$ cat config.mk
export PLATFORM = sky130hd
export DESIGN_NAME = s2cd_pipe_ctrl
export DESIGN_NICKNAME = d
export VERILOG_FILES = /design/src/hdl/s2cd_pkg.sv /design/src/hdl/s2cd_pipe_ctrl.sv
export SDC_FILE = /design/constraint.sdc
export NUM_CORES = 1
export LEC_CHECK = 0
export BUFFER_PORTS_ARGS = -buffer_cell sky130_fd_sc_hd__buf_2
export CAP_MARGIN = 20
export CORE_MARGIN = 8
export CORE_UTILIZATION = 31
export DETAILED_ROUTE_END_ITERATION = 12
export SYNTH_ARGS = -nofsm -noshare
export SYNTH_HDL_FRONTEND = slang
export SYNTH_SLANG_ARGS = --single-unit
export TNS_END_PERCENT = 30
$ cat constraint.sdc
create_clock -name clock -period 1.7 [get_ports clock]
set_input_delay 0.425 -clock clock [delete_from_list [all_inputs] [get_ports clock]]
set_output_delay 0.425 -clock clock [all_outputs]
set_load 0.02 [all_outputs]
$ cat src/hdl/s2cd_pkg.sv
`default_nettype none

package s2cd_pkg;

   // pipeline depth, input register to result register
   localparam int NUM_STAGES = 12;

   // register stage of each step
   localparam int ST_IN   = 0;
   localparam int ST_QH   = 1;
   localparam int ST_RH   = 2;
   localparam int ST_QL   = 3;
   localparam int ST_DAYS = 4;
   localparam int ST_ERA  = 5;
   localparam int ST_DOE  = 6;
   localparam int ST_T    = 7;
   localparam int ST_YOE  = 8;
   localparam int ST_DOY  = 9;
   localparam int ST_MP   = 10;
   localparam int ST_OUT  = 11;

   typedef logic [NUM_STAGES-1:0] stage_vec_type;

   // bias the signed seconds by a whole number of days so the value is never negative
   localparam longint unsigned SECS_BIAS_DAYS = ((64'd1 << 47) + 64'd86399) / 64'd86400;
   localparam logic [49:0] SECS_BIAS = 50'(SECS_BIAS_DAYS * 64'd86400);

   // whole eras added so the shifted day count (day zero at 0000-03-01) stays positive
   localparam longint unsigned ERA_BIAS =
      (SECS_BIAS_DAYS - 64'd719468 + 64'd146096) / 64'd146097;
   localparam logic [31:0] DAY_BIAS =
      32'(ERA_BIAS * 64'd146097 + 64'd719468 - SECS_BIAS_DAYS);
   localparam logic signed [15:0] ERA_BIAS_W = 16'(ERA_BIAS);

   // reciprocals, ceil(2^s / d), exact for the stated operand width
   localparam logic [21:0] RCP_675_A = 22'(((64'd1 << 31) + 64'd674) / 64'd675);
   localparam logic [31:0] RCP_675_B = 32'(((64'd1 << 41) + 64'd674) / 64'd675);
   localparam logic [32:0] RCP_ERA   = 33'(((64'd1 << 50) + 64'd146096) / 64'd146097);
   localparam logic [18:0] RCP_1460  = 19'(((64'd1 << 29) + 64'd1459) / 64'd1460);
   localparam logic [18:0] RCP_36524 = 19'(((64'd1 << 34) + 64'd36523) / 64'd36524);
   localparam logic [18:0] RCP_365   = 19'(((64'd1 << 27) + 64'd364) / 64'd365);
   localparam logic [9:0]  RCP_100   = 10'(((64'd1 << 16) + 64'd99) / 64'd100);
   localparam logic [11:0] RCP_153   = 12'(((64'd1 << 19) + 64'd152) / 64'd153);
   localparam logic [17:0] RCP_3600  = 18'(((64'd1 << 29) + 64'd3599) / 64'd3600);
   localparam logic [12:0] RCP_60    = 13'(((64'd1 << 18) + 64'd59) / 64'd60);

   // last day of an era, the extra leap day of the 400th year
   localparam logic [17:0] DOE_LAST = 18'd146096;

   // march-based month index of january
   localparam logic [3:0] MP_JAN = 4'd10;

   // first day of year (from march 1) of each march-based month
   function automatic logic [8:0] month_start(input logic [3:0] mp);
      logic [8:0] offs;
      case (mp)
         4'd0:    offs = 9'd0;
         4'd1:    offs = 9'd31;
         4'd2:    offs = 9'd61;
         4'd3:    offs = 9'd92;
         4'd4:    offs = 9'd122;
         4'd5:    offs = 9'd153;
         4'd6:    offs = 9'd184;
         4'd7:    offs = 9'd214;
         4'd8:    offs = 9'd245;
         4'd9:    offs = 9'd275;
         4'd10:   offs = 9'd306;
         4'd11:   offs = 9'd337;
         default: offs = 9'd0;
      endcase
      return offs;
   endfunction

endpackage

`default_nettype wire

$ cat src/hdl/s2cd_pipe_ctrl.sv
`default_nettype none

module s2cd_pipe_ctrl
   import s2cd_pkg::*;
(
   input  wire logic    clock,
   input  wire logic    reset,
   input  wire logic    req_valid,
   output logic         req_ready,
   output logic         rsp_valid,
   input  wire logic    rsp_ready,
   output stage_vec_type load
);

   stage_vec_type valid_ff;
   stage_vec_type valid_in;
   stage_vec_type ready_vec;
   stage_vec_type upstream;

   // a stage may take new data if the output drains or it or any later stage holds a bubble
   always_comb begin
      for (int k = 0; k < NUM_STAGES; k++) begin
         ready_vec[k] = rsp_ready || !(&(valid_ff | stage_vec_type'((1 << k) - 1)));
      end
      upstream = {valid_ff[NUM_STAGES-2:0], req_valid};
      valid_in = (ready_vec & upstream) | (~ready_vec & valid_ff);
   end

   always_ff @(posedge clock) begin
      if (reset) begin
         valid_ff <= '0;
      end else begin
         valid_ff <= valid_in;
      end
   end

   assign req_ready = ready_vec[ST_IN];
   assign rsp_valid = valid_ff[ST_OUT];
   assign load      = ready_vec;

endmodule

`default_nettype wire

After elaboration in Yosys (flattened, before gate mapping)
Index checks and enable logic that the tools add are counted.
{ "totals": {"word_cells": 40, "ff_bits": 12, "in_bits": 4, "output_inout_bits": 14} }
{ "classes": {"n_bitwise": 4, "n_reduce_logical": 35} }
{ "ops": {"columns": ["operator", "n"], "rows": [
  ["$and A12 B12 Y12", 2],
  ["$logic_not A1 Y1", 12],
  ["$logic_or A1 B1 Y1", 12],
  ["$not A12 Y12", 1],
  ["$or A12 B12 Y12", 1],
  ["$reduce_and A12 Y1", 1],
  ["$reduce_and A11 Y1", 1],
  ["$reduce_and A10 Y1", 1],
  ["$reduce_and A9 Y1", 1],
  ["$reduce_and A8 Y1", 1],
  ["$reduce_and A7 Y1", 1],
  ["$reduce_and A6 Y1", 1],
  ["$reduce_and A5 Y1", 1],
  ["$reduce_and A4 Y1", 1],
  ["$reduce_and A3 Y1", 1],
  ["$reduce_and A2 Y1", 1]
]} }

Longest topological paths before layout
Gate-level depths: netlist (run 1).
{ "logic_depth": {"word_depth": 6, "ltp_mapped": 4, "depth_no_buf": 4} }

Worst setup path before layout (run 1)
Ideal clock, no wire load.
{ "synth_path": {"path_kind": "input -> output", "from": "in rsp_ready", "to": "out load[0]", "required_ps": 1275, "stages": 4, "arrival_ps": 1353, "setup_slack_ps": -78, "n_path_buf": 1, "cell_sequence": "and4b_2 and2_4 nand4_1 buf_4"} }
{ "synth_between": {"elab_chain_cells": 1} }
{ "synth_rtl": {"columns": ["item", "line", "source"], "rows": [
  ["start: declaration", "s2cd_pipe_ctrl.sv:11", "input wire logic rsp_ready,"],
  ["$logic_or A1 B1 Y1", "s2cd_pipe_ctrl.sv:23", "ready_vec[k] = rsp_ready || !(&(valid_ff | stage_vec_type'((1 << k) - 1)));"],
  ["end: declaration", "s2cd_pipe_ctrl.sv:12", "output stage_vec_type load"]
]} }
No other way between the ends.

==> metrics.md, run 1 <==
| Metric | Value |
|---|---|
| Fraction of layout cells with a size suffix above 1 | 45.0% |
| Pre-CTS WS | 0.0112 ns |
| Final setup vio count | 3 |
| Status | complete, but fails checks |
| Setup_tns | -0.0651 ns |
| Post-detail-place hpwl | between 700 and 800 um |
| Power Dens Cells | 782 mW/mm^2 |
| Drt total wl | 1070 um |
| WL per Instance | 11.1 um |
| CP Data Required Time | 1.27 ns |
| Crit-path cells | and4b_2 > and2_4 > nand4_1 > buf_4 |
| Bufs and invs on worst path | 1 |
| Worst hold stages | 3 |
| Relative slew slack | 84.1% |
| Crit path launch type | register |
| I/O pins | 18 |
| Latest clock arrival within the worst-skew pair | 0.27 ns |
| Crit path capture type | primary output |
| Final core occ | between 40% and 50% |
| Reg clk slew, reported paths | 0.08 ns |
| Failing checks | negative setup slack |
| GRT overflow | 0 |
| IO Port Bufs | 17 |
| Top-count cell post-synth | dfxtp_1 |
| Synthesized area per cell | 8.52 um^2 |
| Tcrit/Tclk final | 103% |
| Hold_ws | 0.378 ns |
| Number of DRC markers in iteration 0 | 7 |
| Hold buffers post-CTS | 0 |
| Final hold violations | 0 |
| Crit Path Max Fanout | 5 |
| Clock Skews | about 0.0046 ns |
| CP delay by family, top | simple AND/OR/NAND/NOR gates |
| WP data arrival | 1.32 ns |
| Measured slew at the worst slew-check pin | 0.238 ns |
| Die width | between 50 and 60 um |
| Critical path's largest stage delay | 0.33 ns |
| Post-synth EDFFs | 0 |
| Max Root-Sink Buffers | 2 |
| Total number of vias | 454 |
| Cells after synthesis | between 50 and 60 |
| Worst Setup Path Type | register to primary output |
| Die height | 55.6 um |
| Post-synth net total | 61 |
| Yosys top cell by area | dfxtp_1 |
| Fmax | 573 MHz |
| Router iterations before antenna repair | 3 |
| Maxcap violations | 0 |
| Synth top area cells | dfxtp_1, nor2_1, a21oi_1, inv_1, nand3_1 |
| Cell row count | 14 |
| Synth top area share | between 40% and 50% |
| Initial antenna violation count | 0 |
| Post-route ant nets | 0 |
| Clk root buf | clkbuf_4 |
| Slowest cell on the critical path | dfxtp_2 |
| Fin crit period | 1.74 ns |
| Max-slew violations | 0 |
| Die area | about 0.003 mm^2 |
| Initial Util | 32.6% |
| Async set-reset flop share out of synthesis | 0% |
| Worst reg2reg path depth | 4 |
| Core Region | 0.00149 mm^2 |
| Vias/cell | 4.73 |
| Synth top cells by count | dfxtp_1, nor2_1, a21oi_1, inv_1 |
| Area growth syn-to-layout | 37.1% |
| Drt drc | 0 |
| RSZ-0062 raised after global routing | yes |
| Synthesis Warnings | 0 |
| Flop-to-flop setup slack | 0.59 ns |
| Post-Syn Area | 485 um^2 |
| Clock Sinks | 12 |
| Yosys reg bits | 12 |
| Post-synth top flop | dfxtp_1 |
| Netlist cell types | 20 |
| Post-layout net count | 85 |
| # diodes | 0 |
| Power Total | 0.000520 W |
| Vias in the first global route | roughly 460 |
| Pin count of the biggest net entering global routing | 14 |
| Worst setup margin | -0.0444 ns |
| Hold Startpoint | req_valid |
| Total track usage | under 10% |
| First-pass GRT wire length | 1860 um |
| Hold Crit Class | input port to register |
| Peak supply drop | 0.360 mV |
| Total CTS buffers | 3 |
| H-tree levels | 1 |
| RePlAce Congestion | 0.637 |
| CTS tree | built |
| Leakage | around 0.26 nW |
| Sequential fraction of the synthesis area | 49.5% |
-- worst max-delay path by stage --
stage                     end  slack (ns)  cells past startpoint
global placement      load[0]        0.02                      5
CTS                 req_ready       -0.06                      4
floorplan             load[0]       -0.06                      4
detailed placement    load[6]        0.01                      5
finish              req_ready       -0.04                      4
global route        req_ready       -0.10                      4
-- cell usage in the layout (no fill, tap or decap), types with 2 or more instances in the layout --
cell type	instances
buf_2	14
nor2_1	9
dfxtp_1	7
buf_4	7
inv_1	6
a21oi_1	6
nand3_1	4
nand2_1	4
dfxtp_2	4
clkbuf_4	3
nand4_1	2
-- metal layers --
metal  wire length (um)  GRT usage, %  share of wire (%)
met5                  0             0                  0
met4                 17          4.23                1.6
met3                 43          2.28                4.0
met2                492          10.7                 46
met1                516          8.46                 48
-- power by group --
part	internal (W)	leakage [nW]	switching [W]
combinational	0.00000604	0.140	0.00000777
clock	0.000130	0.0210	0.0000909
sequential	0.000283	0.100	0.00000280
-- worst register-to-register path: stages (launching register included) --
cell and delay (ns):
dfxtp_2 0.33, and4b_2 0.25, and2_4 0.17, inv_2 0.05, o32ai_2 0.23
-- per-stage QoR --
stage	cells	area, um^2
after floorplan	57	485
after global placement	89	587
after detailed placement	89	587
after CTS	96	663
after global routing	96	666
final	96	666
-- kinds of logic after synthesis --
family	synth area share, %
and+or+nand+nor	27.1
DFF	49.5
buffers and inverters	9.28
AOI/OAI and AO/OA	14.2
-- what timing repair did --
item                                   in CTS  in global routing
setup buffers                               3                  0
cloned                                      0                  0
endpoints found under the hold margin       0                  0
gates resized for setup                     9                  1
setup endpoints to repair                   9                  9
pin swaps                                   3                  0
-- layout make-up --
cell class	count	area [um^2]
Inverter	7	26.3
Timing Repair Buffer	22	134
Tap cell	16	20.0
Fill cell	140	823
Multi-Input combinational cell	35	200
Clock buffer	4	36.3
Sequential cell	12	249
(Power assumes the default switching activity.)
==> run 2, diff against run 1 <==
Settings changed: CTS_BUF_LIST set to sky130_fd_sc_hd__clkbuf_4.
==> run 2 against run 1 <==
Against the previous run: the run still ends with negative setup slack left; sequential power about the same; power fell by 9.0%; non-clock buffer count unchanged; utilization shrank 0.67 points; hold slack gained 0.0020 ns; combinational power hardly changed; clock skew is 0.0017 ns lower; design area shrank 1.5%; fmax increased by 0.14%; critical path type unchanged; critical endpoint unchanged; highest routed layer unchanged.
==> metrics.md, run 2 (synthesis gave the netlist of run 1 again) <==
| Metric | Value |
|---|---|
| Status | complete, but fails checks |
| Failing checks | negative setup slack |
| Reg clk slew, reported paths | approximately 0.070 ns |
| RSZ-0062 raised after global routing | yes |
| Tcrit/Tclk final | 102% |
| First-pass GRT wire length | between 1500 and 2000 um |
| Initial antenna violation count | 0 |
| Drt drc | 0 |
| Hold buffers post-CTS | 0 |
| Power Dens Cells | 722 mW/mm^2 |
| Max Root-Sink Buffers | 2 |
| Fmax | 574 MHz |
| Post-layout net count | 85 |
| Vias/cell | ~4.7 |
| Post-detail-place hpwl | 778 um |
| Core Region | 0.00149 mm^2 |
| Final setup vio count | 3 |
| Placed cell count | 89 |
| Initial Util | 32.6% |
| Area growth syn-to-layout | 35.1% |
| Power Total | 0.000474 W |
| Commonest non-fill, non-tap cells in the layout | buf_2, nor2_1, dfxtp_1, buf_4 |
| Clock Sinks | 12 |
| Flop-to-flop setup slack | 0.59 ns |
| Fillers | 142 |
| GRT overflow | 0 |
| Total CTS buffers | 3 |
| Clk root buf | clkbuf_4 |
| Fraction of layout cells with a size suffix above 1 | 43.8% |
| Crit Path Max Fanout | 5 |
| Die height | ~56 um |
| Relative slew slack | 84.1% |
| Commonest non-fill, non-tap cell in the layout | buf_2 |
| Worst hold stages | 3 |
| Crit path capture type | primary output |
| Post-route ant nets | 0 |
| IO Port Bufs | 17 |
| Final hold violations | 0 |
| Die area | 0.00309 mm^2 |
| Worst setup margin | -0.0420 ns |
| CP Data Required Time | 1.27 ns |
| WP data arrival | 1.32 ns |
| # diodes | 0 |
| Hold Startpoint | req_valid |
| WL per Instance | 11.1 um |
| Router iterations before antenna repair | 3 |
| Total track usage | 7.10% |
| Crit path launch type | register |
| Maxcap violations | 0 |
| Measured slew at the worst slew-check pin | 0.238 ns |
| Cell row count | 14 |
| RePlAce Congestion | between 0.6 and 0.7 |
| Worst Setup Path Type | register to primary output |
| Hold Crit Class | input port to register |
| Die width | 55.6 um |
| Fin crit period | between 1.5 and 2 ns |
| Vias in the first global route | 459 |
| H-tree levels | 1 |
| Peak supply drop | 0.346 mV |
| Pin count of the biggest net entering global routing | 14 |
| Drt total wl | 1070 um |
| Worst reg2reg path depth | 4 |
| Latest clock arrival within the worst-skew pair | 0.26 ns |
| Clock Skews | 0.00295 ns |
| Number of DRC markers in iteration 0 | 7 |
| Max-slew violations | 0 |
| CTS tree | built |
| Leakage | 0.256 nW |
| I/O pins | 18 |
| Final cell count without fillers | 96 |
| Total number of vias | roughly 450 |
-- run 2: metrics by stage --
stage	setup WS (ns)	hold slack (ns)	utilization (%)	instance area [um^2]	setup TNS, ns
after floorplan	-0.0618	0.426	-	485	-0.0618
after global placement	0.0226	0.447	39.4	587	0
after detailed placement	0.0112	0.447	39.4	587	0
after CTS	-0.0593	0.377	43.9	653	-0.110
after global routing	-0.100	0.415	44.0	656	-0.393
final	-0.0420	0.380	44.0	656	-0.0576
-- run 2: what timing repair did --
item                       CTS  global route
setup endpoints to repair    9             9
pin swaps                    3             0
resized for setup            9             1
setup buffers                3             0
-- run 2: area by class of cell --
cell class	instances	area [um^2]	area share, %
sequential	12	249	38.0
multi-input combinational	35	200	30.5
timing repair buffer	22	134	20.4
inverter	7	26.3	4.01
clock buffer	3	22.5	3.44
tap	16	20.0	3.05
clock inverter	1	3.75	0.573
-- run 2: worst max-delay path by stage --
| stage | cells past startpoint | startpoint | end | slack (ns) |
|---|---|---|---|---|
| global route | 4 | register | req_ready | -0.10 |
| floorplan | 4 | rsp_ready | load[0] | -0.06 |
| CTS | 4 | register | req_ready | -0.06 |
| global placement | 5 | rsp_ready | load[0] | 0.02 |
| detailed placement | 5 | rsp_ready | load[6] | 0.01 |
| finish | 4 | register | req_ready | -0.04 |
-- run 2: worst max-delay path, cell delays in order (launching register included) --
cell and delay (ns):
dfxtp_2 0.33, and4b_2 0.25, and2_4 0.17, nand4_1 0.12, buf_4 0.19
-- run 2: routing by layer --
layer / track usage [%] / wire length (um)
met5: 0 / 0
met4: 4.23 / 17
met3: 2.28 / 43
met2: 10.7 / 491
met1: 8.46 / 517
-- run 2: where the power goes --
part           internal (W)  switching, W   total, W  leakage (nW)
clock network     0.0000847     0.0000893   0.000174        0.0154
logic            0.00000604    0.00000778  0.0000138         0.140
registers          0.000283    0.00000280   0.000286         0.100
total              0.000374     0.0000999   0.000474         0.256
==> run 3, diff against run 2 <==
Settings changed: PLACE_DENSITY set to 0.54.
==> run 3 against run 2 <==
Against the previous run: the run still ends with negative setup slack left; count of clock-buffer cells in the layout unchanged; power decreased by 2.0%; combinational power about the same; routed wire length increased by 0.75%; setup slack got worse by 0.026 ns; final cell count increased by 1.0%; critical endpoint is now load[0].
==> metrics.md, run 3 (synthesis gave the netlist of run 1 again) <==
| Metric | Value |
|---|---|
| Crit-path cells | and4b_2 > and2_4 > nand4_1 > buf_4 |
| Crit path launch type | register |
| Final setup vio count | 3 |
| Slowest cell on the critical path | dfxtp_2 |
| Vias/cell | between 4 and 5 |
| Total track usage | 7.02% |
| Fraction of layout cells with a size suffix above 1 | 46.9% |
| Hold buffers post-CTS | 0 |
| Reg clk slew, reported paths | 0.06 ns |
| Post-route ant nets | 0 |
| First-pass GRT wire length | between 1500 and 2000 um |
| CP delay by family, top | simple AND/OR/NAND/NOR gates |
| Die height | 55.6 um |
| Drt total wl | 1080 um |
| Peak supply drop | 0.426 mV |
| Bufs and invs on worst path | 1 |
| Clock Skews | 0.00309 ns |
| Fmax | 566 MHz |
| Clock power share | 35.5% |
| I/O pins | 18 |
| Pin count of the biggest net entering global routing | 14 |
| Measured slew at the worst slew-check pin | roughly 0.24 ns |
| Worst Setup Path Type | register to primary output |
| Placed cell count | slightly below 90 |
| Power Dens Cells | 682 mW/mm^2 |
| Sequential Power Share | between 60% and 70% |
| IO Port Bufs | 17 |
| Crit path capture type | primary output |
| Drt drc | 0 |
| Die area | 0.00309 mm^2 |
| Area growth syn-to-layout | 40.2% |
| Initial Util | 32.6% |
| Post-detail-place hpwl | around 800 um |
| Crit Path Max Fanout | 5 |
| Relative slew slack | 83.9% |
| Status | complete, but fails checks |
| Leakage | ~0.27 nW |
| Commonest non-fill, non-tap cells in the layout | buf_2, nor2_1, buf_4 |
| Total CTS buffers | 3 |
| Max-slew violations | 0 |
| Hold_ws | 0.392 ns |
| Number of DRC markers in iteration 0 | 5 |
| Latest clock arrival within the worst-skew pair | 0.26 ns |
| Final hold violations | 0 |
| Core Region | 0.00149 mm^2 |
| P_sw | 0.0000932 W |
| GRT overflow | 0 |
| Worst setup margin | -0.0678 ns |
| Vias in the first global route | about 450 |
| Commonest non-fill, non-tap cell in the layout | buf_2 |
| Post-layout net count | 87 |
| RSZ-0062 raised after global routing | yes |
| Die width | 55.6 um |
| Hold Crit Class | input port to register |
| Clk root buf | clkbuf_4 |
| Final core occ | 45.7% |
| # diodes | 0 |
| Gate power share | 2.9% |
| Final cell count without fillers | 97 |
| Tcrit/Tclk final | 104% |
| WP data arrival | 1.34 ns |
| Clock Sinks | 12 |
| Max Root-Sink Buffers | 2 |
| H-tree levels | 1 |
| Switch share | around a fifth |
| Maxcap violations | 0 |
| CTS tree | built |
| RePlAce Congestion | 0.733 |
| Fin crit period | 1.77 ns |
| Total number of vias | 466 |
| CP Data Required Time | 1.27 ns |
| WL per Instance | around 11 um |
| Cell row count | 14 |
| Power Total | 0.000464 W |
| Router iterations before antenna repair | 3 |
| Setup_tns | -0.129 ns |
| Cell-internal power | 0.000371 W |
| Failing checks | negative setup slack |
| Initial antenna violation count | 0 |
| Critical path's largest stage delay | 0.32 ns |
-- run 3: cell type report --
type / instances / area, um^2
timing repair buffer: 24 / 159
sequential: 12 / 250
fill: 154 / 808
multi-input combinational: 35 / 200
tap: 16 / 20.0
inverter: 7 / 28.8
clock buffer: 3 / 22.5
-- run 3: timing repair --
item                       in CTS  in global routing
pin swaps                       3                  2
setup endpoints to repair       9                  9
gates resized for setup        15                  0
buffers inserted                5                  0
hold endpoints to repair        0                  0
-- run 3: power by group through the flow --
stage / clock network, W / logic (W) / registers, W
2_1_floorplan: 0 / 0.00000843 / 0.000293
3_3_place_gp: 0 / 0.0000139 / 0.000294
3_5_place_dp: 0 / 0.0000140 / 0.000294
4_1_cts: 0.000173 / 0.0000140 / 0.000286
5_1_grt: 0.000190 / 0.0000152 / 0.000286
6_report: 0.000165 / 0.0000137 / 0.000286
-- run 3: per-layer routing --
metal	up-vias	part of all wire (%)	GRT usage, %
met5	-	0	0
met4	0	0.84	2.11
met3	2	4.7	4.79
met2	9	52	12.0
met1	213	43	6.56
li1	242	-	-
-- run 3: final timing paths --
| check | depth (start not counted) | startpoint | endpoint | slack [ns] |
|---|---|---|---|---|
| worst max-delay path | 4 | register | load[0] | -0.07 |
| worst min-delay path | 3 | req_valid | register | 0.39 |
| worst max register to register | 5 | register | register | 0.47 |
| worst min register to register | 2 | register | register | 0.45 |
-- run 3: per-stage QoR --
stage	cell area, um^2	worst slack, ns
global route	681	-0.127
global placement	587	0.00910
CTS	681	-0.0882
detailed placement	587	-0.0285
floorplan	485	-0.0618
finish	681	-0.0678
-- run 3: worst register-to-register path: stages (launching register included) --
cell and delay [ns]:
dfxtp_2 0.32, and4b_2 0.26, and2_4 0.17, buf_4 0.12, inv_4 0.03, o32ai_2 0.23
